$ cat src/hdl/tkdr_pkg.sv
// ----------------------------------------------------------------------------
// tkdr_pkg
// Shared types and constants for the tilt key debounce and autorepeat block.
// ----------------------------------------------------------------------------
package tkdr_pkg;

	localparam int MASK_W   = 4;
	localparam int AXIS_W   = 16;
	localparam int MS_W     = 16;
	localparam int CNT_W    = 3;
	localparam int CFG_W    = 64;
	localparam int IDX_W    = 3;
	localparam int NUM_WIN  = 6;

	localparam int NUM_KEYS_DEF       = 4;
	localparam int DEBOUNCE_COUNT_DEF = 5;

	localparam logic [MS_W-1:0] BLOCK_TIME_RST      = 16'd900;
	localparam logic [MS_W-1:0] REPEAT_INTERVAL_RST = 16'd500;

	// register indexes of the configuration port
	typedef enum logic [IDX_W-1:0] {
		REG_X_LOW      = 3'd0,
		REG_X_HIGH     = 3'd1,
		REG_Y_LOW      = 3'd2,
		REG_Y_HIGH     = 3'd3,
		REG_Z_LOW      = 3'd4,
		REG_Z_HIGH     = 3'd5,
		REG_BLOCK_TIME = 3'd6,
		REG_REPEAT     = 3'd7
	} reg_idx_t;

	typedef enum logic [1:0] {
		MODE_RELEASED = 2'd0,
		MODE_PRESSED  = 2'd1,
		MODE_LONG     = 2'd2
	} mode_t;

	typedef struct packed {
		logic signed [AXIS_W-1:0] x;
		logic signed [AXIS_W-1:0] y;
		logic signed [AXIS_W-1:0] z;
		logic        [MS_W-1:0]   dt;
	} word_t;

	typedef struct packed {
		logic [MASK_W-1:0] fire;
		logic [MASK_W-1:0] held;
		logic [MASK_W-1:0] lng;
	} masks_t;

	typedef struct packed {
		logic signed [AXIS_W-1:0] x_lo;
		logic signed [AXIS_W-1:0] x_hi;
		logic signed [AXIS_W-1:0] y_lo;
		logic signed [AXIS_W-1:0] y_hi;
		logic signed [AXIS_W-1:0] z_lo;
		logic signed [AXIS_W-1:0] z_hi;
	} window_t;

endpackage

$ cat src/hdl/tkdr_cell.sv
// ----------------------------------------------------------------------------
// tkdr_cell
// One tilt key: window test, debounce, block time and repeat, plus one
// pipeline stage that hands the sample word and partial masks onwards.
// ----------------------------------------------------------------------------
module tkdr_cell #(
	parameter int KEY_IDX        = 0,
	parameter int DEBOUNCE_COUNT = tkdr_pkg::DEBOUNCE_COUNT_DEF
) (
	input  logic                          clk,
	input  logic                          arst_n,
	input  logic                          advance,
	input  tkdr_pkg::window_t             win,
	input  logic [tkdr_pkg::MS_W-1:0]     block_time,
	input  logic [tkdr_pkg::MS_W-1:0]     repeat_interval,
	input  logic                          valid_in,
	input  tkdr_pkg::word_t               word_in,
	input  tkdr_pkg::masks_t              masks_in,
	output logic                          valid_out,
	output tkdr_pkg::word_t               word_out,
	output tkdr_pkg::masks_t              masks_out
);

	localparam logic [tkdr_pkg::MASK_W-1:0] KEY_BIT =
		tkdr_pkg::MASK_W'(1) << KEY_IDX;
	localparam logic [tkdr_pkg::CNT_W:0] CNT_TOP = (tkdr_pkg::CNT_W+1)'(DEBOUNCE_COUNT);

	tkdr_pkg::mode_t                 mode_q, mode_d;
	logic [tkdr_pkg::CNT_W-1:0]      count_q, count_d;
	logic [tkdr_pkg::MS_W-1:0]       block_q, block_d;
	logic [tkdr_pkg::MS_W-1:0]       acc_q, acc_d;
	logic                            hit, fire;
	logic [tkdr_pkg::MS_W:0]         acc_sum;
	logic [tkdr_pkg::MS_W-1:0]       acc_sat;
	logic [tkdr_pkg::CNT_W:0]        cnt_inc;

	logic                            valid_s1;
	tkdr_pkg::word_t                 word_s1;
	tkdr_pkg::masks_t                masks_s1;

	// strict signed window on all three axes
	assign hit = (win.x_lo < word_in.x) && (word_in.x < win.x_hi) &&
	             (win.y_lo < word_in.y) && (word_in.y < win.y_hi) &&
	             (win.z_lo < word_in.z) && (word_in.z < win.z_hi);

	assign acc_sum = {1'b0, acc_q} + {1'b0, word_in.dt};
	assign acc_sat = acc_sum[tkdr_pkg::MS_W] ? '1 : acc_sum[tkdr_pkg::MS_W-1:0];
	assign cnt_inc = {1'b0, count_q} + (tkdr_pkg::CNT_W+1)'(1);

	always_comb begin
		mode_d  = mode_q;
		count_d = count_q;
		block_d = block_q;
		acc_d   = acc_q;
		fire    = 1'b0;
		unique case (mode_q)
			tkdr_pkg::MODE_PRESSED: begin
				if (!hit) begin
					mode_d = tkdr_pkg::MODE_RELEASED;
				end else if (block_q != '0) begin
					block_d = (word_in.dt < block_q) ? block_q - word_in.dt : '0;
				end else begin
					mode_d = tkdr_pkg::MODE_LONG;
				end
			end
			tkdr_pkg::MODE_LONG: begin
				if (hit) begin
					if (acc_sat >= repeat_interval) begin
						acc_d = '0;
						fire  = 1'b1;
					end else begin
						acc_d = acc_sat;
					end
				end else begin
					acc_d  = '0;
					mode_d = tkdr_pkg::MODE_RELEASED;
				end
			end
			default: begin
				mode_d = tkdr_pkg::MODE_RELEASED;
				if (hit) begin
					if (cnt_inc >= CNT_TOP) begin
						count_d = '0;
						block_d = block_time;
						acc_d   = '0;
						mode_d  = tkdr_pkg::MODE_PRESSED;
						fire    = 1'b1;
					end else begin
						count_d = cnt_inc[tkdr_pkg::CNT_W-1:0];
					end
				end else if (count_q != '0) begin
					count_d = count_q - tkdr_pkg::CNT_W'(1);
				end
			end
		endcase
	end

	always_ff @(posedge clk or negedge arst_n) begin
		if (!arst_n) begin
			mode_q   <= tkdr_pkg::MODE_RELEASED;
			count_q  <= '0;
			block_q  <= '0;
			acc_q    <= '0;
			valid_s1 <= 1'b0;
		end else if (advance) begin
			valid_s1 <= valid_in;
			if (valid_in) begin
				mode_q  <= mode_d;
				count_q <= count_d;
				block_q <= block_d;
				acc_q   <= acc_d;
			end
		end
	end

	// word and masks move on with the stage, own bit merged in
	always_ff @(posedge clk) begin
		if (advance) begin
			word_s1       <= word_in;
			masks_s1.fire <= masks_in.fire | (fire ? KEY_BIT : '0);
			masks_s1.held <= masks_in.held |
				((mode_d == tkdr_pkg::MODE_PRESSED || mode_d == tkdr_pkg::MODE_LONG) ?
				 KEY_BIT : '0);
			masks_s1.lng  <= masks_in.lng |
				((mode_d == tkdr_pkg::MODE_LONG) ? KEY_BIT : '0);
		end
	end

	assign valid_out = valid_s1;
	assign word_out  = word_s1;
	assign masks_out = masks_s1;

endmodule

$ cat src/hdl/tilt_key_debounce_repeat.sv
// ----------------------------------------------------------------------------
// tilt_key_debounce_repeat
// Virtual tilt keys from accelerometer samples, with debounce and autorepeat.
// ----------------------------------------------------------------------------
//  channel  handshake             payload
//  in       in_valid / in_ready   accel_x, accel_y, accel_z, elapsed_ms
//  out      out_valid / out_ready fire_mask, held_mask, long_mask
//  cfg      cfg_we                cfg_index, cfg_data
//
// one word accepted per cycle unless the row holds; each key is a cell in a row,
// and the word walks one cell per cycle, with the result leaving the last cell
// the whole row holds when the output word waits and out_ready is low
// reset clears key states and loads register defaults (windows 0, 900, 500)
// ----------------------------------------------------------------------------
module tilt_key_debounce_repeat #(
	parameter int NUM_KEYS       = tkdr_pkg::NUM_KEYS_DEF,
	parameter int DEBOUNCE_COUNT = tkdr_pkg::DEBOUNCE_COUNT_DEF
) (
	input  logic                                 clk,
	input  logic                                 arst_n,
	input  logic                                 in_valid,
	output logic                                 in_ready,
	input  logic signed [tkdr_pkg::AXIS_W-1:0]   accel_x,
	input  logic signed [tkdr_pkg::AXIS_W-1:0]   accel_y,
	input  logic signed [tkdr_pkg::AXIS_W-1:0]   accel_z,
	input  logic        [tkdr_pkg::MS_W-1:0]     elapsed_ms,
	output logic                                 out_valid,
	input  logic                                 out_ready,
	output logic        [tkdr_pkg::MASK_W-1:0]   fire_mask,
	output logic        [tkdr_pkg::MASK_W-1:0]   held_mask,
	output logic        [tkdr_pkg::MASK_W-1:0]   long_mask,
	input  logic                                 cfg_we,
	input  logic        [tkdr_pkg::IDX_W-1:0]    cfg_index,
	input  logic        [tkdr_pkg::CFG_W-1:0]    cfg_data
);

	logic [tkdr_pkg::CFG_W-1:0] win_q [tkdr_pkg::NUM_WIN];
	logic [tkdr_pkg::MS_W-1:0]  block_time_q;
	logic [tkdr_pkg::MS_W-1:0]  repeat_q;

	logic                       advance;
	logic [NUM_KEYS:0]          valid_c;
	tkdr_pkg::word_t            word_c  [NUM_KEYS+1];
	tkdr_pkg::masks_t           masks_c [NUM_KEYS+1];

	always_ff @(posedge clk or negedge arst_n) begin
		if (!arst_n) begin
			for (int r = 0; r < tkdr_pkg::NUM_WIN; r++) begin
				win_q[r] <= '0;
			end
			block_time_q <= tkdr_pkg::BLOCK_TIME_RST;
			repeat_q     <= tkdr_pkg::REPEAT_INTERVAL_RST;
		end else if (cfg_we) begin
			unique case (tkdr_pkg::reg_idx_t'(cfg_index))
				tkdr_pkg::REG_BLOCK_TIME: block_time_q <= cfg_data[tkdr_pkg::MS_W-1:0];
				tkdr_pkg::REG_REPEAT:     repeat_q     <= cfg_data[tkdr_pkg::MS_W-1:0];
				default: begin
					win_q[cfg_index] <= cfg_data;
				end
			endcase
		end
	end

	// the row moves whenever the last stage is empty or being drained
	assign advance  = !valid_c[NUM_KEYS] || out_ready;
	assign in_ready = advance;

	assign valid_c[0]      = in_valid;
	assign word_c[0].x     = accel_x;
	assign word_c[0].y     = accel_y;
	assign word_c[0].z     = accel_z;
	assign word_c[0].dt    = elapsed_ms;
	assign masks_c[0]      = '0;

	for (genvar k = 0; k < NUM_KEYS; k++) begin : g_key
		tkdr_pkg::window_t win;

		assign win.x_lo = win_q[tkdr_pkg::REG_X_LOW ][16*k +: 16];
		assign win.x_hi = win_q[tkdr_pkg::REG_X_HIGH][16*k +: 16];
		assign win.y_lo = win_q[tkdr_pkg::REG_Y_LOW ][16*k +: 16];
		assign win.y_hi = win_q[tkdr_pkg::REG_Y_HIGH][16*k +: 16];
		assign win.z_lo = win_q[tkdr_pkg::REG_Z_LOW ][16*k +: 16];
		assign win.z_hi = win_q[tkdr_pkg::REG_Z_HIGH][16*k +: 16];

		tkdr_cell #(
			.KEY_IDX        (k),
			.DEBOUNCE_COUNT (DEBOUNCE_COUNT)
		) u_cell (
			.clk             (clk),
			.arst_n          (arst_n),
			.advance         (advance),
			.win             (win),
			.block_time      (block_time_q),
			.repeat_interval (repeat_q),
			.valid_in        (valid_c[k]),
			.word_in         (word_c[k]),
			.masks_in        (masks_c[k]),
			.valid_out       (valid_c[k+1]),
			.word_out        (word_c[k+1]),
			.masks_out       (masks_c[k+1])
		);
	end

	assign out_valid = valid_c[NUM_KEYS];
	assign fire_mask = masks_c[NUM_KEYS].fire;
	assign held_mask = masks_c[NUM_KEYS].held;
	assign long_mask = masks_c[NUM_KEYS].lng;

endmodule

$ cat config.mk
export PLATFORM = sky130hd
export DESIGN_NAME = tilt_key_debounce_repeat
export DESIGN_NICKNAME = d
export VERILOG_FILES = /design/src/hdl/tkdr_pkg.sv /design/src/hdl/tkdr_cell.sv /design/src/hdl/tilt_key_debounce_repeat.sv
export SDC_FILE = /design/constraint.sdc
export NUM_CORES = 2
export LEC_CHECK = 0
export BUFFER_PORTS_ARGS = -buffer_cell sky130_fd_sc_hd__buf_2
export CAP_MARGIN = 20
export CELL_PAD_IN_SITES_DETAIL_PLACEMENT = 1
export CELL_PAD_IN_SITES_GLOBAL_PLACEMENT = 1
export CORE_MARGIN = 5
export CORE_UTILIZATION = 55
export DETAILED_ROUTE_END_ITERATION = 8
export PLACE_DENSITY_LB_ADDON = 0.1
export SETUP_SLACK_MARGIN = 0.1
export SLEW_MARGIN = 15
export SYNTH_ARGS = -nofsm -noshare
export SYNTH_HDL_FRONTEND = slang
export SYNTH_HIERARCHICAL = 1
export SYNTH_SLANG_ARGS = --single-unit
$ cat constraint.sdc
create_clock -name clk -period 47.2 [get_ports clk]
set_input_delay 14.16 -clock clk [delete_from_list [all_inputs] [get_ports clk]]
set_output_delay 14.16 -clock clk [all_outputs]
set_load 0.005 [all_outputs]
# Word-level counts from Yosys, hierarchy flattened
# Cells that the tools add are included.
# classes
addsub,16
bitwise,23
order_cmp,38
n_eq_ne,22
n_mux,119
reduce_logical,75
# op_table
op,n
$mux 16,40
$lt 16x16->1,28
$bwmux 384,1
$pmux 16 s2,8
$demux 64 s3,1
$add 16x16->17,4
$ge 16x16->1,4
$mux 64,1
$reduce_bool 16->1,4
$sub 16x16->16,4
$mux 3,15
$mux 2,19
$or 4x4->4,9
$reduce_bool 2->1,16
$reduce_and 6->1,4
$mux 1,23
$logic_and 1x1->1,21
$reduce_and 5->1,4
$add 3x1->4 const B,4
$eq 2x1->1 const B,8
$eq 2x2->1 const B,8
$ge 4x3->1 const B,4
$pmux 2 s2,4
$reduce_and 4->1,4
14 further kinds,55
# totals
ff_bits,808

# Depth between registers and ports, before layout
# depth
depth_word,12
ltp_mapped,23
mapped_depth_nobuf,20

# By module
# The synthesis kept the hierarchy.
# by_module_without_submodules
module,area_per_inst_um2,n_inst,cells_each
tilt_key_debounce_repeat,16060.4,1,889
tkdr_cell (g_key[3].u_cell),8648.3,1,866
tkdr_cell (g_key[2].u_cell),8570.7,1,847
tkdr_cell (g_key[0].u_cell),8559.5,1,843
tkdr_cell (g_key[1].u_cell),8516.9,1,875

# Worst setup path before layout
# Ideal clock, no wire load.
# synth_path
path_type,input to output
startpoint,input out_ready
endpoint,output in_ready
required_time_ns,33.040
arrival_ns,21.686
path_slack_ns,11.354
path_stages,1
cell_sequence,nand2b_1
# synth_via
elab_chain_cells,1
# synth_rtl
item,line_no,source
start: declaration,tilt_key_debounce_repeat.sv:28,"input logic out_ready,"
$logic_or 1x1->1,tilt_key_debounce_repeat.sv:65,assign advance = !valid_c[NUM_KEYS] || out_ready;
end: declaration,tilt_key_debounce_repeat.sv:22,"output logic in_ready,"
# No other way between the ends.

# Worst setup path in the final report
# Same ends and word-level chain as after synthesis.

==> qor_table.md <==
| Step | Metric | Reported |
| --- | --- | --- |
| worst setup path | CP Buf/Inv Count | 2 |
| drt | Routed wire length | 149000 µm |
| timing | Share of the clock period used by the worst path | 61.2% |
| global routing | Global route total overflow | 0 |
| clock network | CTS buffer count | 92 |
| power and ir drop | Relative contribution of combinational cells to total power | 31.0% |
| drt | Routed metal-1 wire length | 62200 µm |
| synth | Post-synthesis instance total | 4256 |
| worst setup path | Most Frequent Cell on Critical Path | sky130_fd_sc_hd__buf_2 |
| power and ir drop | Portion of total power attributed to the clock network | 28.7% |
| layout | Layout cell share with drive strength beyond 1 | 17.7% |
| drt | Detailed-route DRC error count | 0 |
| worst setup path | Max FO, Critical Path | 3 |
| clock network | Worst-skew pair later-pin latency | 690 ps |
| global routing | Vias in the first global route | 37900 |
| drt | Overall via count from detail_route | 34700 |
| timing | Worst clock skew | 44.1 ps |
| timing | Number of setup violations in the final report | 0 |
| timing | Pins Over Slew Limit | 0 |
| clock network | Post-CTS setup buffers | 0 |
| worst setup path | Critical path arrival | 14710 ps |
| power and ir drop | Switching pwr | 933 µW |
| synth | Mapped Avg Cell Area | 11.4 µm² |
| drt | Uppermost metal layer occupied by signal nets | met5 |
| die | DIE AREA | 94100 µm² |
| global routing | Number of antenna violations at the first check in global routing | 18 |
| global routing | First-pass GRT wire length | 228000 µm |
| drt | Detailed router's first-iteration violation count | 2178 |
| power and ir drop | Power density over the cells | 49.2 nW/µm² |
| timing | Fin Setup TNS | 0 ps |
| worst setup path | Endpoint of the most critical register-to-register path | g_key[1].u_cell/masks_out[9] |
| timing | Worst hold margin | 418 ps |
| min path | Worst min-delay path startpoint | g_key[0].u_cell/masks_out[11] |
| placed design | Last weighted congestion value of the routability-driven placer | 0.904 |
| flow run | Number of max-cap violations | 0 |
| placed design | IO Port Bufs | 149 |
| drt | Met2 wirelength from detailed routing | 72100 µm |
| synth | Synth Warn # | 6 |
| worst setup path | Critical path class | input port to output port |
| drt | Drt wl/cell | 26.1 µm |
| timing | Relative slew margins | 22.8% |
| die | Cell row count | 108 |
| clock network | Cells resized by post-CTS repair | 0 |
| power and ir drop | Sw Share | 35.5% |
| die | Core Region | 87000 µm² |
| worst setup path | Startpoint kind of the worst setup timing path | input port |
| min path | Instance count along the most critical hold path | 0 |
| drt | Met3 wire length | 7940 µm |
| worst setup path | Launching point of the worst reg2reg path | g_key[0].u_cell/word_out[0] |
| worst setup path | Delay of the slowest cell on the worst path | 240 ps |
| worst setup path | Critical path, cell by cell | buf_2 > nand2b_4 > buf_2 |
| clock network | CTS Hold Buffers Added | 0 |
| clock network | H-tree depth reported by CTS | 3 |
| clock network | Sinks on the clock net | 808 |
| drt | Residual antenna-violating net count after detailed routing | 0 |
| timing | Unrepaired setup endpoints after global routing | no |
| timing | Slew of the pin with the lowest slew margin | 1160 ps |
| layout | Fin nets | 5176 |
| power and ir drop | Leakage power of the design | 0.0260 µW |
| status | Result of the run | complete, no violations |
| drt | Via density | 6.09 |
| clock network | Clock transition at the register clock pins on the worst setup and hold paths after CTS | 50 ps |
| global routing | GRT Total Usage | 31.3% |
| die | Number of top-level design ports | 150 |
| timing | Clock period minus final worst setup slack | 28870 ps |
| worst setup path | Kind of cell with the highest combined delay on the critical path | buffers and inverters |
| clock network | Clock Path Buffers | 3 |
| clock network | TritonCTS clock tree | done |
| power and ir drop | Worst supply voltage drop on vdd | 0.0000332 V |
| min path | Class of the tightest hold or removal check | register to register |
| worst setup path | Worst-case reg-to-reg path depth | 18 |
| worst setup path | Element type at the critical path end | output port |
| timing | Highest Clock Rate | 0.0346 GHz |
| synth | Post-synthesis cell area | 48400 µm² |
| die | Starting density of the core | 55.7% |
| worst setup path | Critical path required time | 33040 ps |
| die | Width of the die | 307 µm |
| layout | Area growth, synth to finish | 10.4% |
| die | Y dimension of the die | 307 µm |
| worst setup path | R2r setup slk | 40990 ps |
| placed design | Detailed placer's ending HPWL | 108000 µm |
| global routing | Largest net degree at the start of global routing | 145 |
| timing | Final hold violations | 0 |
| power and ir drop | Internal power of the cells | 1700 µW |
| min path | Sink of the worst hold path | g_key[1].u_cell/masks_out[11] |
| power and ir drop | Share of power burned in registers | 40.3% |
| clock network | CTS Root Cell | sky130_fd_sc_hd__clkbuf_16 |
| drt | Detailed-router iteration count before antenna repair | 5 |
| worst setup path | Worst path slowest cell | sky130_fd_sc_hd__nand2b_4 |
[worst register-to-register path, cell delays in order (launching register included)]
cell	delay, ps
sky130_fd_sc_hd__edfxtp_1	490
sky130_fd_sc_hd__ha_1	290
sky130_fd_sc_hd__fa_1	440
sky130_fd_sc_hd__a21oi_1	210
sky130_fd_sc_hd__o21ai_0	180
sky130_fd_sc_hd__a211oi_1	300
sky130_fd_sc_hd__nor3_1	110
sky130_fd_sc_hd__nor3b_1	440
sky130_fd_sc_hd__o21a_1	540
sky130_fd_sc_hd__nand2b_1	170
sky130_fd_sc_hd__ha_1	300
sky130_fd_sc_hd__a21o_1	160
sky130_fd_sc_hd__a21o_1	170
sky130_fd_sc_hd__a21oi_1	180
sky130_fd_sc_hd__o21ai_0	140
sky130_fd_sc_hd__a2111oi_0	700
sky130_fd_sc_hd__o31ai_1	400
sky130_fd_sc_hd__a31oi_1	450
sky130_fd_sc_hd__o21bai_1	230
[stage by stage]
step | power, µW | cells | setup WS (ps) | util (%) | cell area [µm²]
6_report | 2630 | 5697 | 18330 | 61.5 | 53500
5_1_grt | 2780 | 5692 | 18300 | 61.5 | 53500
4_1_cts | 2640 | 5685 | 18300 | 61.4 | 53400
3_5_place_dp | 1850 | 5512 | 18310 | 57.8 | 50300
3_3_place_gp | 1800 | 5512 | 18300 | 57.8 | 50300
2_1_floorplan | 1560 | 4267 | 12870 | - | 48500
[layout by cell type (no fill, tap or decap), types with 54 or more instances in the layout]
cell                        instances
sky130_fd_sc_hd__buf_2            148
sky130_fd_sc_hd__a21oi_1          197
sky130_fd_sc_hd__mux2_1            74
sky130_fd_sc_hd__clkbuf_16         95
sky130_fd_sc_hd__dfrtp_1          558
sky130_fd_sc_hd__o21ai_0          127
sky130_fd_sc_hd__nand2_1          190
sky130_fd_sc_hd__edfxtp_1         240
sky130_fd_sc_hd__nand2b_1          64
sky130_fd_sc_hd__o22ai_1           54
sky130_fd_sc_hd__nand3_1           60
sky130_fd_sc_hd__nand4_1           56
sky130_fd_sc_hd__mux2_2           256
sky130_fd_sc_hd__nor2_1           133
sky130_fd_sc_hd__mux2_4           150
sky130_fd_sc_hd__ha_1             580
sky130_fd_sc_hd__a21o_1            88
sky130_fd_sc_hd__inv_1            605
[sequential cells by signal, summed over array words and instances, names as in the netlist]
name / flops
block_time_q: 16
g_key.u_cell/valid_out: 4
g_key.u_cell/mode_q: 8
g_key.u_cell/block_q: 64
g_key.u_cell/masks_out: 48
g_key.win: 384
g_key.u_cell/word_out: 192
g_key.u_cell/acc_q: 64
g_key.u_cell/count_q: 12
repeat_q: 16
[area by class of cell]
cell class                 count  area (µm²)
sequential                   808       21400
inverter                     605        2270
antenna                       11        27.5
tap                         1155        1450
clock buffer                 127        2580
clock inverter                46         594
multi-input combinational   2766       24100
fill                        9069       33500
timing repair buffer         179         997
[power groups by stage]
stage,combinational (µW),sequential [µW],clock [µW]
2_1_floorplan,572,988,0
3_3_place_gp,742,1050,0
3_5_place_dp,792,1060,0
4_1_cts,815,1060,769
5_1_grt,913,1070,802
6_report,815,1060,756
[how the worst max path moves through the flow]
stage,slack (ps),depth (start not counted),startpoint,to
finish,18330,3,out_ready,in_ready
global route,18300,3,out_ready,in_ready
CTS,18300,3,out_ready,in_ready
detailed placement,18310,3,out_ready,in_ready
global placement,18300,3,out_ready,in_ready
floorplan,12870,1,out_ready,in_ready
[layer usage]
metal | vias to the layer above | GRT usage [%]
li1 | 15700 | -
met1 | 17800 | 39.9
met2 | 874 | 53.3
met3 | 306 | 5.28
met4 | 8 | 12.6
met5 | - | 0
(Power assumes the default switching activity.)
